<file path="config.mk">
export PLATFORM = sky130hd
export DESIGN_NAME = wall_follow_steering
export DESIGN_NICKNAME = d
export VERILOG_FILES = /design/src/rtl/wfs_pkg.sv /design/src/rtl/wfs_rule.sv /design/src/rtl/wfs_escape.sv /design/src/rtl/wall_follow_steering.sv
export SDC_FILE = /design/constraint.sdc
export NUM_CORES = 1
export LEC_CHECK = 0
export ABC_AREA = 0
export BUFFER_PORTS_ARGS = -buffer_cell sky130_fd_sc_hd__buf_2
export CORE_MARGIN = 10
export CORE_UTILIZATION = 40
export CTS_CLUSTER_SIZE = 30
export DETAILED_ROUTE_END_ITERATION = 12
export HOLD_SLACK_MARGIN = 0.08
export PLACE_DENSITY = 0.66
export SLEW_MARGIN = 5
export SYNTH_ARGS = -nofsm -noshare
export SYNTH_HDL_FRONTEND = slang
export SYNTH_SLANG_ARGS = --single-unit
</file>
<file path="constraint.sdc">
create_clock -name clk_i -period 22 [get_ports clk_i]
set_input_delay 2.2 -clock clk_i [delete_from_list [all_inputs] [get_ports clk_i]]
set_output_delay 2.2 -clock clk_i [all_outputs]
set_load 0.1 [all_outputs]
</file>
<file path="src/rtl/wfs_pkg.sv">
// ----------------------------------------------------------------------------
// wfs_pkg
// Types and constants shared by the wall-following steering modules.
// ----------------------------------------------------------------------------
`default_nettype none

package wfs_pkg;

  localparam int unsigned DistW  = 16;
  localparam int unsigned SpeedW = 7;
  localparam int unsigned TurnW  = 8;
  localparam int unsigned TiltW  = 10;
  localparam int unsigned CountW = 5;
  localparam int unsigned CfgIdxW = 3;
  localparam int unsigned CfgDataW = 16;

  // Follow modes
  localparam logic [1:0] MODE_OFF   = 2'd0;
  localparam logic [1:0] MODE_LEFT  = 2'd1;
  localparam logic [1:0] MODE_RIGHT = 2'd2;

  // Stuck escape window
  localparam logic [CountW-1:0] ESC_START = 5'd6;
  localparam logic [CountW-1:0] ESC_END   = 5'd20;

  // Configuration register indexes
  typedef enum logic [CfgIdxW-1:0] {
    CFG_FOLLOW_MODE     = 3'd0,
    CFG_FORWARD_SPEED   = 3'd1,
    CFG_TURN_SPEED      = 3'd2,
    CFG_FRONT_LIMIT     = 3'd3,
    CFG_SIDE_FAR_LIMIT  = 3'd4,
    CFG_SIDE_NEAR_LIMIT = 3'd5,
    CFG_TILT_MARGIN     = 3'd6
  } cfg_idx_e;

  // Recorded turn direction of the rule
  typedef enum logic [1:0] {
    DIR_NONE     = 2'd0,
    DIR_LEFT     = 2'd1,
    DIR_RIGHT    = 2'd2,
    DIR_STRAIGHT = 2'd3
  } dir_e;

  typedef struct packed {
    logic [1:0]        follow_mode;
    logic [SpeedW-1:0] forward_speed;
    logic [SpeedW-1:0] turn_speed;
    logic [DistW-1:0]  front_limit;
    logic [DistW-1:0]  side_far_limit;
    logic [DistW-1:0]  side_near_limit;
    logic [TiltW-1:0]  tilt_margin;
  } cfg_t;

  typedef struct packed {
    logic [DistW-1:0] right_rear_mm;
    logic [DistW-1:0] right_front_mm;
    logic [DistW-1:0] left_rear_mm;
    logic [DistW-1:0] left_front_mm;
    logic [DistW-1:0] front_mm;
  } sense_t;

  // Rule decision: drive straight, or turn toward / away from the wall
  typedef struct packed {
    logic go_fwd;
    logic turn_toward;
  } rule_t;

  typedef struct packed {
    logic              escaping;
    logic signed [TurnW-1:0] turn_cmd;
    logic [SpeedW-1:0] forward_cmd;
  } res_t;

endpackage

`default_nettype wire

</file>
<file path="src/rtl/wfs_rule.sv">
// ----------------------------------------------------------------------------
// wfs_rule
// Hand-rule decision: wall ahead first, then three side distance bands.
// ----------------------------------------------------------------------------
`default_nettype none

module wfs_rule (
  input  wfs_pkg::cfg_t   cfg_i,
  input  wfs_pkg::sense_t sense_i,
  output wfs_pkg::rule_t  rule_o
);
  import wfs_pkg::*;

  logic [DistW-1:0] near_f, near_r, away_f;
  logic [DistW:0]   tilt_sum;
  logic             follow_left;

  assign follow_left = (cfg_i.follow_mode == MODE_LEFT);

  always_comb begin
    near_f = follow_left ? sense_i.left_front_mm  : sense_i.right_front_mm;
    near_r = follow_left ? sense_i.left_rear_mm   : sense_i.right_rear_mm;
    away_f = follow_left ? sense_i.right_front_mm : sense_i.left_front_mm;
  end

  // front - rear < -margin  <=>  front + margin < rear
  assign tilt_sum = {1'b0, near_f} + {{(DistW + 1 - TiltW){1'b0}}, cfg_i.tilt_margin};

  always_comb begin
    rule_o.go_fwd      = 1'b0;
    rule_o.turn_toward = 1'b0;
    if (sense_i.front_mm < cfg_i.front_limit) begin
      rule_o.turn_toward = (near_f > cfg_i.side_far_limit) &&
                           (away_f < cfg_i.side_far_limit);
    end else if (near_f <= cfg_i.side_near_limit || near_r <= cfg_i.side_near_limit) begin
      if (tilt_sum < {1'b0, near_r}) begin
        rule_o.turn_toward = 1'b0;
      end else begin
        rule_o.go_fwd = 1'b1;
      end
    end else if (near_f <= cfg_i.side_far_limit || near_r <= cfg_i.side_far_limit) begin
      if (near_f > near_r) begin
        rule_o.turn_toward = 1'b1;
      end else begin
        rule_o.go_fwd = 1'b1;
      end
    end else begin
      rule_o.turn_toward = 1'b1;
    end
  end

endmodule

`default_nettype wire

</file>
<file path="src/rtl/wfs_escape.sv">
// ----------------------------------------------------------------------------
// wfs_escape
// Stuck counter, last turn direction and command generation with override.
// ----------------------------------------------------------------------------
`default_nettype none

module wfs_escape (
  input  logic           clk_i,
  input  logic           rst_ni,
  input  logic           step_i,
  input  wfs_pkg::cfg_t  cfg_i,
  input  wfs_pkg::rule_t rule_i,
  output wfs_pkg::res_t  res_o
);
  import wfs_pkg::*;

  logic [CountW-1:0] stuck_q, stuck_d, stuck_mid;
  dir_e              last_dir_q, last_dir_d;
  logic              active, toward_left, rule_left, turn_zero, clear, esc, out_left;
  logic [TurnW-1:0]  mag;

  assign active      = (cfg_i.follow_mode == MODE_LEFT) || (cfg_i.follow_mode == MODE_RIGHT);
  assign toward_left = (cfg_i.follow_mode == MODE_LEFT);
  assign rule_left   = toward_left ? rule_i.turn_toward : !rule_i.turn_toward;
  assign turn_zero   = rule_i.go_fwd || (cfg_i.turn_speed == '0);

  always_comb begin
    if (turn_zero) begin
      last_dir_d = DIR_STRAIGHT;
    end else if (rule_left) begin
      last_dir_d = DIR_LEFT;
    end else begin
      last_dir_d = DIR_RIGHT;
    end
  end

  // Driving forward, a zero forward speed or going straight resets the count
  assign clear = rule_i.go_fwd || (cfg_i.forward_speed == '0) || (last_dir_d == DIR_STRAIGHT);

  always_comb begin
    if (clear) begin
      stuck_mid = '0;
    end else if (last_dir_q != last_dir_d) begin
      stuck_mid = stuck_q + 1'b1;
    end else begin
      stuck_mid = stuck_q;
    end
    esc = (stuck_mid >= ESC_START) && (stuck_mid <= ESC_END);
    if (esc) begin
      stuck_d = stuck_mid + 1'b1;
    end else if (stuck_mid > ESC_END) begin
      stuck_d = '0;
    end else begin
      stuck_d = stuck_mid;
    end
  end

  always_ff @(posedge clk_i or negedge rst_ni) begin
    if (!rst_ni) begin
      stuck_q    <= '0;
      last_dir_q <= DIR_NONE;
    end else if (step_i && active) begin
      stuck_q    <= stuck_d;
      last_dir_q <= last_dir_d;
    end
  end

  // Escape turns away from the followed wall
  assign out_left = esc ? !toward_left : rule_left;
  assign mag = (esc || !rule_i.go_fwd) ? {1'b0, cfg_i.turn_speed} : '0;

  always_comb begin
    res_o = '0;
    if (active) begin
      res_o.escaping    = esc;
      res_o.forward_cmd = (!esc && rule_i.go_fwd) ? cfg_i.forward_speed : '0;
      res_o.turn_cmd    = out_left ? $signed(mag) : -$signed(mag);
    end
  end

endmodule

`default_nettype wire

</file>
<file path="src/rtl/wall_follow_steering.sv">
// Path: a taken input frame waits in the input register and then moves into the
// result register, whose contents the master side presents as valid.
// Throughput: one frame per cycle unless stalled; the input and result registers
// advance together whenever the result register is empty or being taken.
// Reset: clears both valid flags and the stuck count, sets the last turn
// direction to none and loads every configuration register with its default.
// ----------------------------------------------------------------------------
// wall_follow_steering
// Wall-following steering controller on a registered single-pass datapath.
// ----------------------------------------------------------------------------
`default_nettype none

module wall_follow_steering (
  input  logic                          clk_i,
  input  logic                          rst_ni,
  input  logic                          cfg_we_i,
  input  logic [wfs_pkg::CfgIdxW-1:0]   cfg_idx_i,
  input  logic [wfs_pkg::CfgDataW-1:0]  cfg_wdata_i,
  input  logic                          s_axis_tvalid,
  output logic                          s_axis_tready,
  // front_mm, left_front_mm, left_rear_mm, right_front_mm, right_rear_mm
  input  logic [79:0]                   s_axis_tdata,
  output logic                          m_axis_tvalid,
  input  logic                          m_axis_tready,
  // forward_cmd [6:0], turn_cmd [14:7], zero [15]
  output logic [15:0]                   m_axis_tdata,
  // escaping
  output logic [0:0]                    m_axis_tuser
);
  import wfs_pkg::*;

  cfg_t   cfg_q;
  sense_t in_q;
  logic   in_valid_q, out_valid_q, advance;
  rule_t  rule;
  res_t   res, res_q;

  always_ff @(posedge clk_i or negedge rst_ni) begin
    if (!rst_ni) begin
      cfg_q.follow_mode     <= MODE_OFF;
      cfg_q.forward_speed   <= 7'd40;
      cfg_q.turn_speed      <= 7'd36;
      cfg_q.front_limit     <= 16'd450;
      cfg_q.side_far_limit  <= 16'd520;
      cfg_q.side_near_limit <= 16'd300;
      cfg_q.tilt_margin     <= 10'd50;
    end else if (cfg_we_i) begin
      case (cfg_idx_e'(cfg_idx_i))
        CFG_FOLLOW_MODE:     cfg_q.follow_mode     <= cfg_wdata_i[1:0];
        CFG_FORWARD_SPEED:   cfg_q.forward_speed   <= cfg_wdata_i[SpeedW-1:0];
        CFG_TURN_SPEED:      cfg_q.turn_speed      <= cfg_wdata_i[SpeedW-1:0];
        CFG_FRONT_LIMIT:     cfg_q.front_limit     <= cfg_wdata_i[DistW-1:0];
        CFG_SIDE_FAR_LIMIT:  cfg_q.side_far_limit  <= cfg_wdata_i[DistW-1:0];
        CFG_SIDE_NEAR_LIMIT: cfg_q.side_near_limit <= cfg_wdata_i[DistW-1:0];
        CFG_TILT_MARGIN:     cfg_q.tilt_margin     <= cfg_wdata_i[TiltW-1:0];
        default: ;
      endcase
    end
  end

  // Move the held frame into the result register when that register is free or being taken
  assign advance       = in_valid_q && (!out_valid_q || m_axis_tready);
  assign s_axis_tready = !in_valid_q || advance;

  always_ff @(posedge clk_i or negedge rst_ni) begin
    if (!rst_ni) begin
      in_valid_q  <= 1'b0;
      out_valid_q <= 1'b0;
    end else begin
      if (s_axis_tready) begin
        in_valid_q <= s_axis_tvalid;
      end
      if (advance) begin
        out_valid_q <= 1'b1;
      end else if (m_axis_tready) begin
        out_valid_q <= 1'b0;
      end
    end
  end

  always_ff @(posedge clk_i) begin
    if (s_axis_tvalid && s_axis_tready) begin
      in_q <= s_axis_tdata;
    end
    if (advance) begin
      res_q <= res;
    end
  end

  wfs_rule u_rule (
    .cfg_i   (cfg_q),
    .sense_i (in_q),
    .rule_o  (rule)
  );

  wfs_escape u_escape (
    .clk_i  (clk_i),
    .rst_ni (rst_ni),
    .step_i (advance),
    .cfg_i  (cfg_q),
    .rule_i (rule),
    .res_o  (res)
  );

  assign m_axis_tvalid = out_valid_q;
  assign m_axis_tdata  = {1'b0, res_q.turn_cmd, res_q.forward_cmd};
  assign m_axis_tuser  = res_q.escaping;

endmodule

`default_nettype wire

</file>
# Word-level counts from Yosys, hierarchy flattened
# Cells that the tools add are included.
# Widths: inputs -> output; s select.
# word_totals
register_bits,179
inputBits,104
out_inout_bits,19
elab_cells,101
# classes
n_eq_ne,10
addsub,4
muxes,23
order_cmp,12
n_reduce_logical,33
# ops
operator,n
$le 16x16->1,4
$mux 16,3
$gt 16x16->1,2
$lt 16x16->1,2
$mux 5,4
$add 16x10->17,1
$lt 17x16->1,1
$reduce_and 2->1,8
$logic_not 7->1,2
$mux 1,11
$add 5x1->5 const B,2
$eq 3x3->1 const B,3
$logic_or 1x1->1,9
$mux 8,1
$neg 8->8,1
$mux 7,1
$eq 3x2->1 const B,2
$logic_and 1x1->1,6
$logic_not 1->1,6
$mux 2,3
$ge 5x3->1 const B,1
$gt 5x5->1 const B,1
$le 5x5->1 const B,1
$eq 2x2->1 const B,2
other kinds (5),5

# Depth between registers and ports, before layout
# Gate-level depths: netlist (run 1).
# depth
ltp_word,20
depth_mapped,44
mapped_depth_nobuf,39

# Cells and area by module
# Synthesis (run 1) repeated with hierarchy kept, for this count alone.
# hier_totals
cells_unflattened,923
area_unflattened_um2,11006.8
# modules_own_cells
mod,seq_area_each_um2,cells_per_inst,n_inst,area_each_um2
wall_follow_steering,4805.9,268,1,5880.6
wfs_rule,0.0,503,1,3995.1
wfs_escape,175.2,152,1,1131.1

# Least setup slack after synthesis (run 1)
# OpenSTA, ideal clock, no wires.
# synth_path
path_kind,register to register
from,register cfg_q[73] (netlist name)
to,"register res_q, in the netlist m_axis_tdata[9] (data pin)"
path_stages_with_launch,45
arrival_time_ns,8.084
path_buffers,5
period_less_slack_ns,8.364
t_required_ns,21.720
setup_ns,0.280
slack_ns,13.636
cell_sequence,dfrtp_1 inv_1 ha_1 buf_2 clkbuf_1 clkbuf_1 clkbuf_1 mux2_2 ha_1 a21o_1 a21oi_1 nor2b_1 o21ai_0 nand2b_1 a21o_1 a21oi_1 nor2b_1 o21a_1 [... 9 more ...] o211ai_1 o22ai_1 nor3_1 a31o_1 buf_6 mux2i_1 nor2_1 inv_1 ha_1 nor2_1 a221oi_1 a21oi_1 nor2_1 a211oi_1 o31a_1 nor2_1 a2111oi_0 nand4_1
# synth_via
elab_chain_cells,20
word_cells_on_any_way,47
classes_between,add/sub (2); order compare (10); eq/ne (4); mux (19); reduce/logical (12)
# synth_lines
element,line,source
from (decl),wall_follow_steering.sv:32,cfg_t cfg_q;
"parallel branches: the longest is 20 deep, another holds $add 16x10->17",n/a,
to (signal assigned),wall_follow_steering.sv:86,res_q <= res;
to (decl),wall_follow_steering.sv:36,"res_t res, res_q;"
# Parallel ways; which one is timed is not known.
# A chain may end at the register's enable or synchronous reset.

# Worst setup path after layout (run 1)
# Same ends and word-level chain as after synthesis.

==> results of run 1 <==
## final cells by class
cell class              count  area (um^2)  area share [%]
clock buffers              20          468            3.68
inverters                  77          289            2.27
flip-flops and latches    179         4980            39.2
repair buffers            124          631            4.96
well taps                 372          465            3.66
multi-input cells         702         5750            45.2
clock inverters            12          140            1.10
## flip-flops by register name, indices dropped and copies added (netlist names)
register,count
cfg_q,74
in_q,80
in_valid_q,1
m_axis_tdata,15
m_axis_tuser,1
m_axis_tvalid,1
u_escape.last_dir_q,2
u_escape.stuck_q,5
## cells in the mapped netlist, types with 6 or more instances
master and number:
and4_1 6, a21oi_1 52, nand4_1 22, mux2_2 85, mux2i_1 21, a31oi_1 7
nand3_1 17, and2_1 14, a22o_1 6, a21o_1 18, nor2_1 30, clkbuf_1 20
o21a_1 11, nand2b_1 8, a211oi_1 8, xor2_1 8, nor3b_1 6, dfstp_2 17
nor2b_1 13, inv_1 77, nand2_1 68, nor3_1 19, ha_1 141, dfrtp_1 66
o21ai_0 40, xnor2_1 12, o211ai_1 9, nor4_1 7, edfxtp_1 96
## power groups by stage
stage	clock, W	sequential (W)	combinational [W]
4_1_cts	0.000323	0.000453	0.000597
6_report	0.000317	0.000453	0.000601
5_1_grt	0.000336	0.000460	0.000669
3_3_place_gp	0	0.000458	0.000583
2_1_floorplan	0	0.000495	0.000414
3_5_place_dp	0	0.000459	0.000593
## kinds of logic after synthesis
logic type,share of synthesized area [%]
compound gates,12.2
xor+xnor,1.58
fa+ha+maj,16.1
buf+inv,3.61
flops,44.8
mux,10.5
other cells,0.0338
simple gates,11.2
## layer usage
metal	up-vias	track usage [%]
li1	3919	-
met2	233	25.0
met5	-	0
met3	31	2.42
met1	3900	22.6
met4	0	4.47
## cells in the final DEF, fill, tap and decap left out, types with 22 or more instances in the layout
| cell type | Yosys | final |
|---|---|---|
| mux2_2 | 85 | 85 |
| dfrtp_1 | 66 | 66 |
| nor2_1 | 30 | 30 |
| inv_1 | 77 | 77 |
| a21oi_1 | 52 | 52 |
| o21ai_0 | 40 | 40 |
| nand2_1 | 68 | 68 |
| buf_2 | 3 | 120 |
| ha_1 | 141 | 140 |
| edfxtp_1 | 96 | 96 |
| nand4_1 | 22 | 22 |
## through the flow
step,utilization [%],power (W),setup slack (ps),hold slack (ps)
floorplan,-,0.000909,13640,457
global placement,44.6,0.00104,13050,463
detailed placement,44.6,0.00105,12780,485
CTS,46.8,0.00137,12720,502
global route,46.8,0.00146,11910,530
finish,46.8,0.00137,12570,503
## final timing paths
check / startpoint / endpoint / slack (ps) / cells past startpoint
max reg2reg: cfg_q[73] / m_axis_tdata[9] / 12570 / 39
max in group asynchronous: rst_ni / cfg_q[28] / 19240 / 2
min in group asynchronous: rst_ni / cfg_q[6] / 1730 / 1
min: in_valid_q / m_axis_tvalid / 500 / 1
min reg2reg: in_valid_q / m_axis_tvalid / 500 / 1
max: cfg_q[73] / m_axis_tdata[9] / 12570 / 39
==> qor.txt, run 1 <==
Detailed Place HPWL: 21.7 mm
CP startpoint kind: register
critical path's largest stage delay: 540 ps
synthesized area: 11,100 um^2
register area share after synthesis: 44.8%
Num CTS Buffers: 17
Placed Instances: 1,454
# resized after CTS: 0
RePlAce Congestion: 0.868
CTS tree: built
Synth Register Bits: 179
slew margin rel.: 27.0%
RSZ-0062 raised after global routing: false
hold_buf cts: 0
area grow syn2layout: 14.5%
total congestion overflow: 0
largest net degree at the start of global routing: 81
Final Hold Viols: 0
quantity of I/O buffers inserted on ports: 121
fin area: 12,700 um^2
TritonRoute pass-1 iters: 5
diodes inserted: 0
delay-heaviest family, CP: compound AO/OA/AOI/OAI gates
Ys Warns: 0
syn nets: 1,230
Tcrit/Tclk final: 42.9%
status: finished, final reports clean
vias in the first global route: 7,991
Main synth FF type: edfxtp_1
routed wl met3: 1.22 mm
CTS root buf: clkbuf_16
crit-path max FO: 42
sw power: 0.000552 W
worst-skew pair later-pin latency: 440 ps
share of the synthesized area in the top cell type: 25.9%
post-DR vias/cell: 5.44
Worst Hold Class: reg -> reg
H-tree levels: 4
Yosys cell types: 68
Post-synth EDFFs: 96
clk sinks: 179
Synth area leaders: edfxtp_1, ha_1, dfrtp_1
first-pass GRT wire length: 44.5 mm
Peak VDD IR: 0.0460 mV
leakage: 5.57 nW
Post-Syn Instances: 984
Final nets: 1,347
Initial DRC Count: 685
die width: 187 um
Global Route Usage Sum: 16.0%
worst path required time: 22,160 ps
final clock skew: 7.54 ps
CTS max path bufs: 2
antenna viol nets, final: 0
PD cells: 108 nW/um^2
die area: 34,800 um^2
max-cap violations: 0
WP buf/inv: 3
max-slew violation count: 0
Post-Route WL: 28.5 mm
post-CTS setup buffers: 0
FMAX: 0.106 GHz
fillcell total: 2,537
starting density of the core: 40.9%
clock slew at reported path FFs: 70 ps
post-DR wirelength/cell: 19.2 um
Tightest Pin Transition: 1090 ps
Final Setup Violations: 0
Mapped Avg Cell Area: 11.3 um^2
met1 WL: 14.2 mm
internal power: 0.000818 W
Reg power frac: 33.0%
Setup CP Type: reg -> reg
Row Count: 60
clock share of power: 23.1%
Yosys top cell by area: edfxtp_1
slowest CP cell: buf_4
ys async rst share: 46.4%
minimum clock period: 9430 ps
fin cells: 1,486
TNS Setup: 0 ps
share of layout cells above drive strength 1: 24.6%
met2 WL: 12.6 mm
core area: 27,200 um^2
worst path arrival time: 9590 ps
number of I/O pins: 123
Combinational Power Share: 43.9%
DR vias: 8,083
Net Sw Frac: 40.3%
drt drc: 0
antenna violations before repair: 0
crit path capture type: register
Top Layer Used: met4
placed cell areas: 12,100 um^2
Die Height: 187 um
(Power assumes the default switching activity.)
==> run 2, diff against run 1 <==
- PLACE_DENSITY: 0.66 -> 0.68
- clock period: 22 -> 8.57 ns (I/O delays scaled with it)
==> run 2 against run 1 <==
Via count is 0.42% higher. Design area grew 0.17%. Combinational power increased to 2.6 times the previous value. Worst setup slack got worse by 12000 ps.
==> qor.txt, run 2 (synthesis gave the netlist of run 1 again) <==
vias in the first global route: 8,109
crit-path max FO: 9
largest reg by FF count: in_q
fillcell total: 2,513
Row Count: 60
area grow syn2layout: 14.7%
FMAX: 0.126 GHz
drt drc: 0
clock slew at reported path FFs: 70 ps
CTS root buf: clkbuf_16
RePlAce Congestion: 0.875
worst path required time: 8730 ps
final clock skew: 14.2 ps
CTS max path bufs: 2
largest net degree at the start of global routing: 81
status: finished, final reports clean
commonest non-fill, non-tap cells in the layout: ha_1, buf_2, edfxtp_1, mux2_2, inv_1
PD cells: 275 nW/um^2
die area: 34,800 um^2
Final Setup Violations: 0
CP startpoint kind: register
crit path capture type: register
post-DR vias/cell: 5.44
leakage: 5.58 nW
first-pass GRT wire length: 44.5 mm
minimum clock period: 7920 ps
worst path arrival time: 8080 ps
antenna viol nets, final: 0
max-slew violation count: 0
Total Power: 0.00350 W
Die Height: 187 um
total congestion overflow: 0
placed cell areas: 12,100 um^2
core area: 27,200 um^2
Final Hold Viols: 0
critical path's largest stage delay: 440 ps
Tightest Pin Transition: 1110 ps
worst-skew pair later-pin latency: 440 ps
starting density of the core: 40.9%
TritonRoute pass-1 iters: 5
Peak VDD IR: 0.108 mV
Tcrit/Tclk final: 92.4%
Final nets: 1,353
slowest CP cell: a2111oi_0
antenna violations before repair: 2
die width: 187 um
slew margin rel.: 26.1%
CTS tree: built
Worst Hold Class: in -> async
most common cell after layout, fill and taps aside: ha_1
share of layout cells above drive strength 1: 25.2%
Setup CP Type: reg -> reg
Detailed Place HPWL: 21.9 mm
quantity of I/O buffers inserted on ports: 121
clk sinks: 179
Initial DRC Count: 581
Num CTS Buffers: 17
post-DR wirelength/cell: 19.0 um
H-tree levels: 4
multi-input logic area: 5760 um^2
Global Route Usage Sum: 16.0%
storage element area: 4980 um^2
number of I/O pins: 123
Hold WS: 336 ps
fin area: 12,700 um^2
Largest register FFs: 80
DR vias: 8,117
Post-Route WL: 28.3 mm
max-cap violations: 0
## run 2: cell count changes in the layout (fill, tap and decap cells not counted), sizes merged
cell	before	now
diode	0	1
bufinv	1	0
buf	124	130
clkbuf	20	19
clkinvlp	0	2
inv	82	84
clkinv	6	4
## run 2: final cells by class
type	instances	share of cell area, %
timing repair buffer	130	5.30
inverter	77	2.27
multi-input combinational	702	45.2
sequential	179	39.1
clock inverter	13	0.923
tap	372	3.65
clock buffer	19	3.56
antenna	1	0.0196
## run 2: path summary, 6_finish.rpt
path / from / endpoint / slack, ps / depth (start not counted)
min: rst_ni / in_valid_q / 340 / 1
max: cfg_q[73] / m_axis_tdata[9] / 650 / 38
min in group clk_i: in_valid_q / m_axis_tvalid / 490 / 1
max in group asynchronous: rst_ni / cfg_q[20] / 7180 / 2
min reg2reg: in_valid_q / m_axis_tvalid / 490 / 1
max reg2reg: cfg_q[73] / m_axis_tdata[9] / 650 / 38
## run 2: metal layers
metal | vias up | track usage (%) | part of all wire [%] | routed length, um
met2 | 199 | 25.2 | 46 | 13000
met4 | 0 | 4.06 | 1.1 | 325
li1 | 3939 | - | - | -
met1 | 3955 | 22.2 | 49 | 13800
met5 | - | 0 | 0 | 0
met3 | 24 | 2.85 | 4.2 | 1180
## run 2: where the power goes
| group | leakage [nW] | internal, W | total, W | switching [W] |
|---|---|---|---|---|
| Clock | 0.276 | 0.000400 | 0.000770 | 0.000370 |
| Sequential | 1.90 | 0.00107 | 0.00116 | 0.0000879 |
| Combinational | 3.40 | 0.000608 | 0.00157 | 0.000966 |
## run 2: critical path: cells and delay by family (launching register included)
family	cells	cell delay, ps
and+or+nand+nor	8	770
DFF	1	360
AOI/OAI and AO/OA	21	4640
buffers and inverters	2	180
muxes	2	630
xor gates and xnor gates	1	120
adders and majority gates	4	970
## run 2: what timing repair did
action,4_1_cts,5_1_grt
buffers inserted,0,3
hold endpoints to repair,0,0
setup endpoints to repair,0,7
hold buffers,0,0
gates resized for setup,0,4
## run 2: stage by stage
| stage | instances | worst slack (ps) | util, % | TNS [ps] |
|---|---|---|---|---|
| final | 1493 | 648 | 46.9 | 0 |
| after global routing | 1493 | -6.86 | 46.9 | -6.86 |
| after CTS | 1489 | 233 | 46.8 | 0 |
| after detailed placement | 1457 | 272 | 44.7 | 0 |
| after global placement | 1457 | 453 | 44.7 | 0 |
| after floorplan | 984 | 206 | - | 0 |
==> run 3, diff against run 2 <==
- PLACE_DENSITY: 0.68 -> 0.66
- clock period: 8.57 -> 9.2 ns (I/O delays scaled with it)
==> run 3 against run 2 <==
Non-clock buffer count decreased by 4. Utilization is 0.15 points lower. Die area unchanged. Wire length fell by 1.0%. Fmax shrank 5.0%. Final cell count shrank 0.33%. Count of clock-buffer cells in the layout is 1 higher. Design area is 0.32% lower. Critical endpoint unchanged.
==> qor.txt, run 3 (synthesis gave the netlist of run 1 again) <==
max-slew violation count: 0
TNS Setup: 0 ps
sw power: 0.00130 W
Worst R2R Path Depth: 38
Net Sw Frac: 40.2%
minimum clock period: 8340 ps
slew margin rel.: 26.3%
Worst Hold Class: in -> async
storage element area: 4980 um^2
starting density of the core: 40.9%
multi-input logic area: 5760 um^2
PD cells: 255 nW/um^2
crit-path max FO: 27
Row Count: 60
first-pass GRT wire length: 44.2 mm
vias in the first global route: 8,047
Reg power frac: 33.4%
quantity of I/O buffers inserted on ports: 121
post-CTS setup buffers: 0
clock share of power: 22.1%
DR vias: 7,955
CTS tree: built
Tcrit/Tclk final: 90.7%
clk sinks: 179
drt drc: 0
pre-CTS setup slack: 730 ps
antenna viol nets, final: 0
Largest register FFs: 80
status: finished, final reports clean
post-DR wirelength/cell: 18.8 um
Post-Route WL: 28.0 mm
worst path required time: 9360 ps
number of I/O pins: 123
max-cap violations: 0
diodes inserted: 0
critical path's largest stage delay: 470 ps
share of layout cells above drive strength 1: 24.7%
final clock skew: 14.0 ps
Final Setup Violations: 0
H-tree levels: 4
FMAX: 0.120 GHz
leakage: 5.56 nW
CP startpoint: cfg_q[73]
Detailed Place HPWL: 21.7 mm
commonest non-fill, non-tap cells in the layout: ha_1, buf_2, edfxtp_1, mux2_2, inv_1
worst setup margin: 859 ps
area grow syn2layout: 14.3%
CTS root buf: clkbuf_16
RePlAce Congestion: 0.848
Num CTS Buffers: 17
internal power: 0.00193 W
die area: 34,800 um^2
fillcell total: 2,574
CTS max path bufs: 2
antenna violations before repair: 1
Placed Instances: 1,456
largest net degree at the start of global routing: 81
Combinational Power Share: 44.5%
Initial DRC Count: 472
most common cell after layout, fill and taps aside: ha_1
Tightest Pin Transition: 1110 ps
worst-skew pair later-pin latency: 430 ps
slowest CP cell: a2111oi_0
largest reg by FF count: in_q
clock slew at reported path FFs: 80 ps
post-DR vias/cell: 5.35
die width: 187 um
fin util: 46.7%
TritonRoute pass-1 iters: 5
CP startpoint kind: register
total congestion overflow: 0
crit path capture type: register
core area: 27,200 um^2
Final Hold Viols: 0
Setup CP Type: reg -> reg
worst path arrival time: 8500 ps
Final nets: 1,349
Global Route Usage Sum: 15.9%
RR Startpoint: cfg_q[73]
Peak VDD IR: 0.110 mV
RSZ-0062 raised after global routing: false
Hold WS: 459 ps
Die Height: 187 um
fin cells: 1,488
## run 3: changes by cell type in the layout (fill, tap and decap cells not counted), sizes merged
cell / change
bufinv: +1
diode: -1
buf: -4
clkbuf: +1
clkinv: -1
clkinvlp: -1
## run 3: repair_timing
action                                  in CTS  in global routing
hold buffers                                 0                  0
gates resized for setup                      0                  3
endpoints found under the setup margin       0                  2
## run 3: path summary, 6_finish.rpt
| path | end | slack, ps |
|---|---|---|
| max in group asynchronous | u_escape.last_dir_q[1] | 7720 |
| setup reg to reg | m_axis_tdata[9] | 860 |
| hold reg to reg | m_axis_tvalid | 490 |
| setup / recovery | m_axis_tdata[9] | 860 |
| min in group clk_i | m_axis_tvalid | 490 |
| hold / removal | cfg_q[9] | 460 |
## run 3: worst max-delay path: cells and delay by family, from the launching register on
kind / cells / cell delay [ps]
AO/OA/AOI/OAI: 21 / 4880
buffers and inverters: 2 / 170
flip-flops: 1 / 360
XOR/XNOR: 1 / 120
adder cells (fa/ha/maj): 4 / 1110
multiplexers: 2 / 680
AND/OR/NAND/NOR: 8 / 760
## run 3: per-stage QoR
step / total power (W) / cell area (um^2)
2_1_floorplan: 0.00217 / 11100
3_3_place_gp: 0.00249 / 12100
3_5_place_dp: 0.00251 / 12100
4_1_cts: 0.00324 / 12700
5_1_grt: 0.00347 / 12700
6_report: 0.00323 / 12700
## run 3: layout make-up
| type | count | area share (%) |
|---|---|---|
| Clock buffer | 20 | 3.44 |
| Inverter | 77 | 2.28 |
| Multi-Input combinational cell | 702 | 45.3 |
| Timing Repair Buffer | 126 | 5.11 |
| Clock inverter | 12 | 0.965 |
| Sequential cell | 179 | 39.2 |
| Tap cell | 372 | 3.66 |
## run 3: power groups by stage
stage | logic [W] | registers [W] | clock network (W)
3_5_place_dp | 0.00142 | 0.00110 | 0
4_1_cts | 0.00143 | 0.00108 | 0.000730
3_3_place_gp | 0.00139 | 0.00109 | 0
2_1_floorplan | 0.000990 | 0.00118 | 0
6_report | 0.00144 | 0.00108 | 0.000714
5_1_grt | 0.00161 | 0.00110 | 0.000763
## run 3: per-layer routing
layer	wire length, um	vias to the layer above	share of wire [%]	global-route usage [%]
met1	13700	3797	49	22.1
met5	11	-	0.039	0
met4	467	2	1.7	4.25
met3	1110	33	4.0	2.68
li1	-	3926	-	-
met2	12700	197	45	24.9
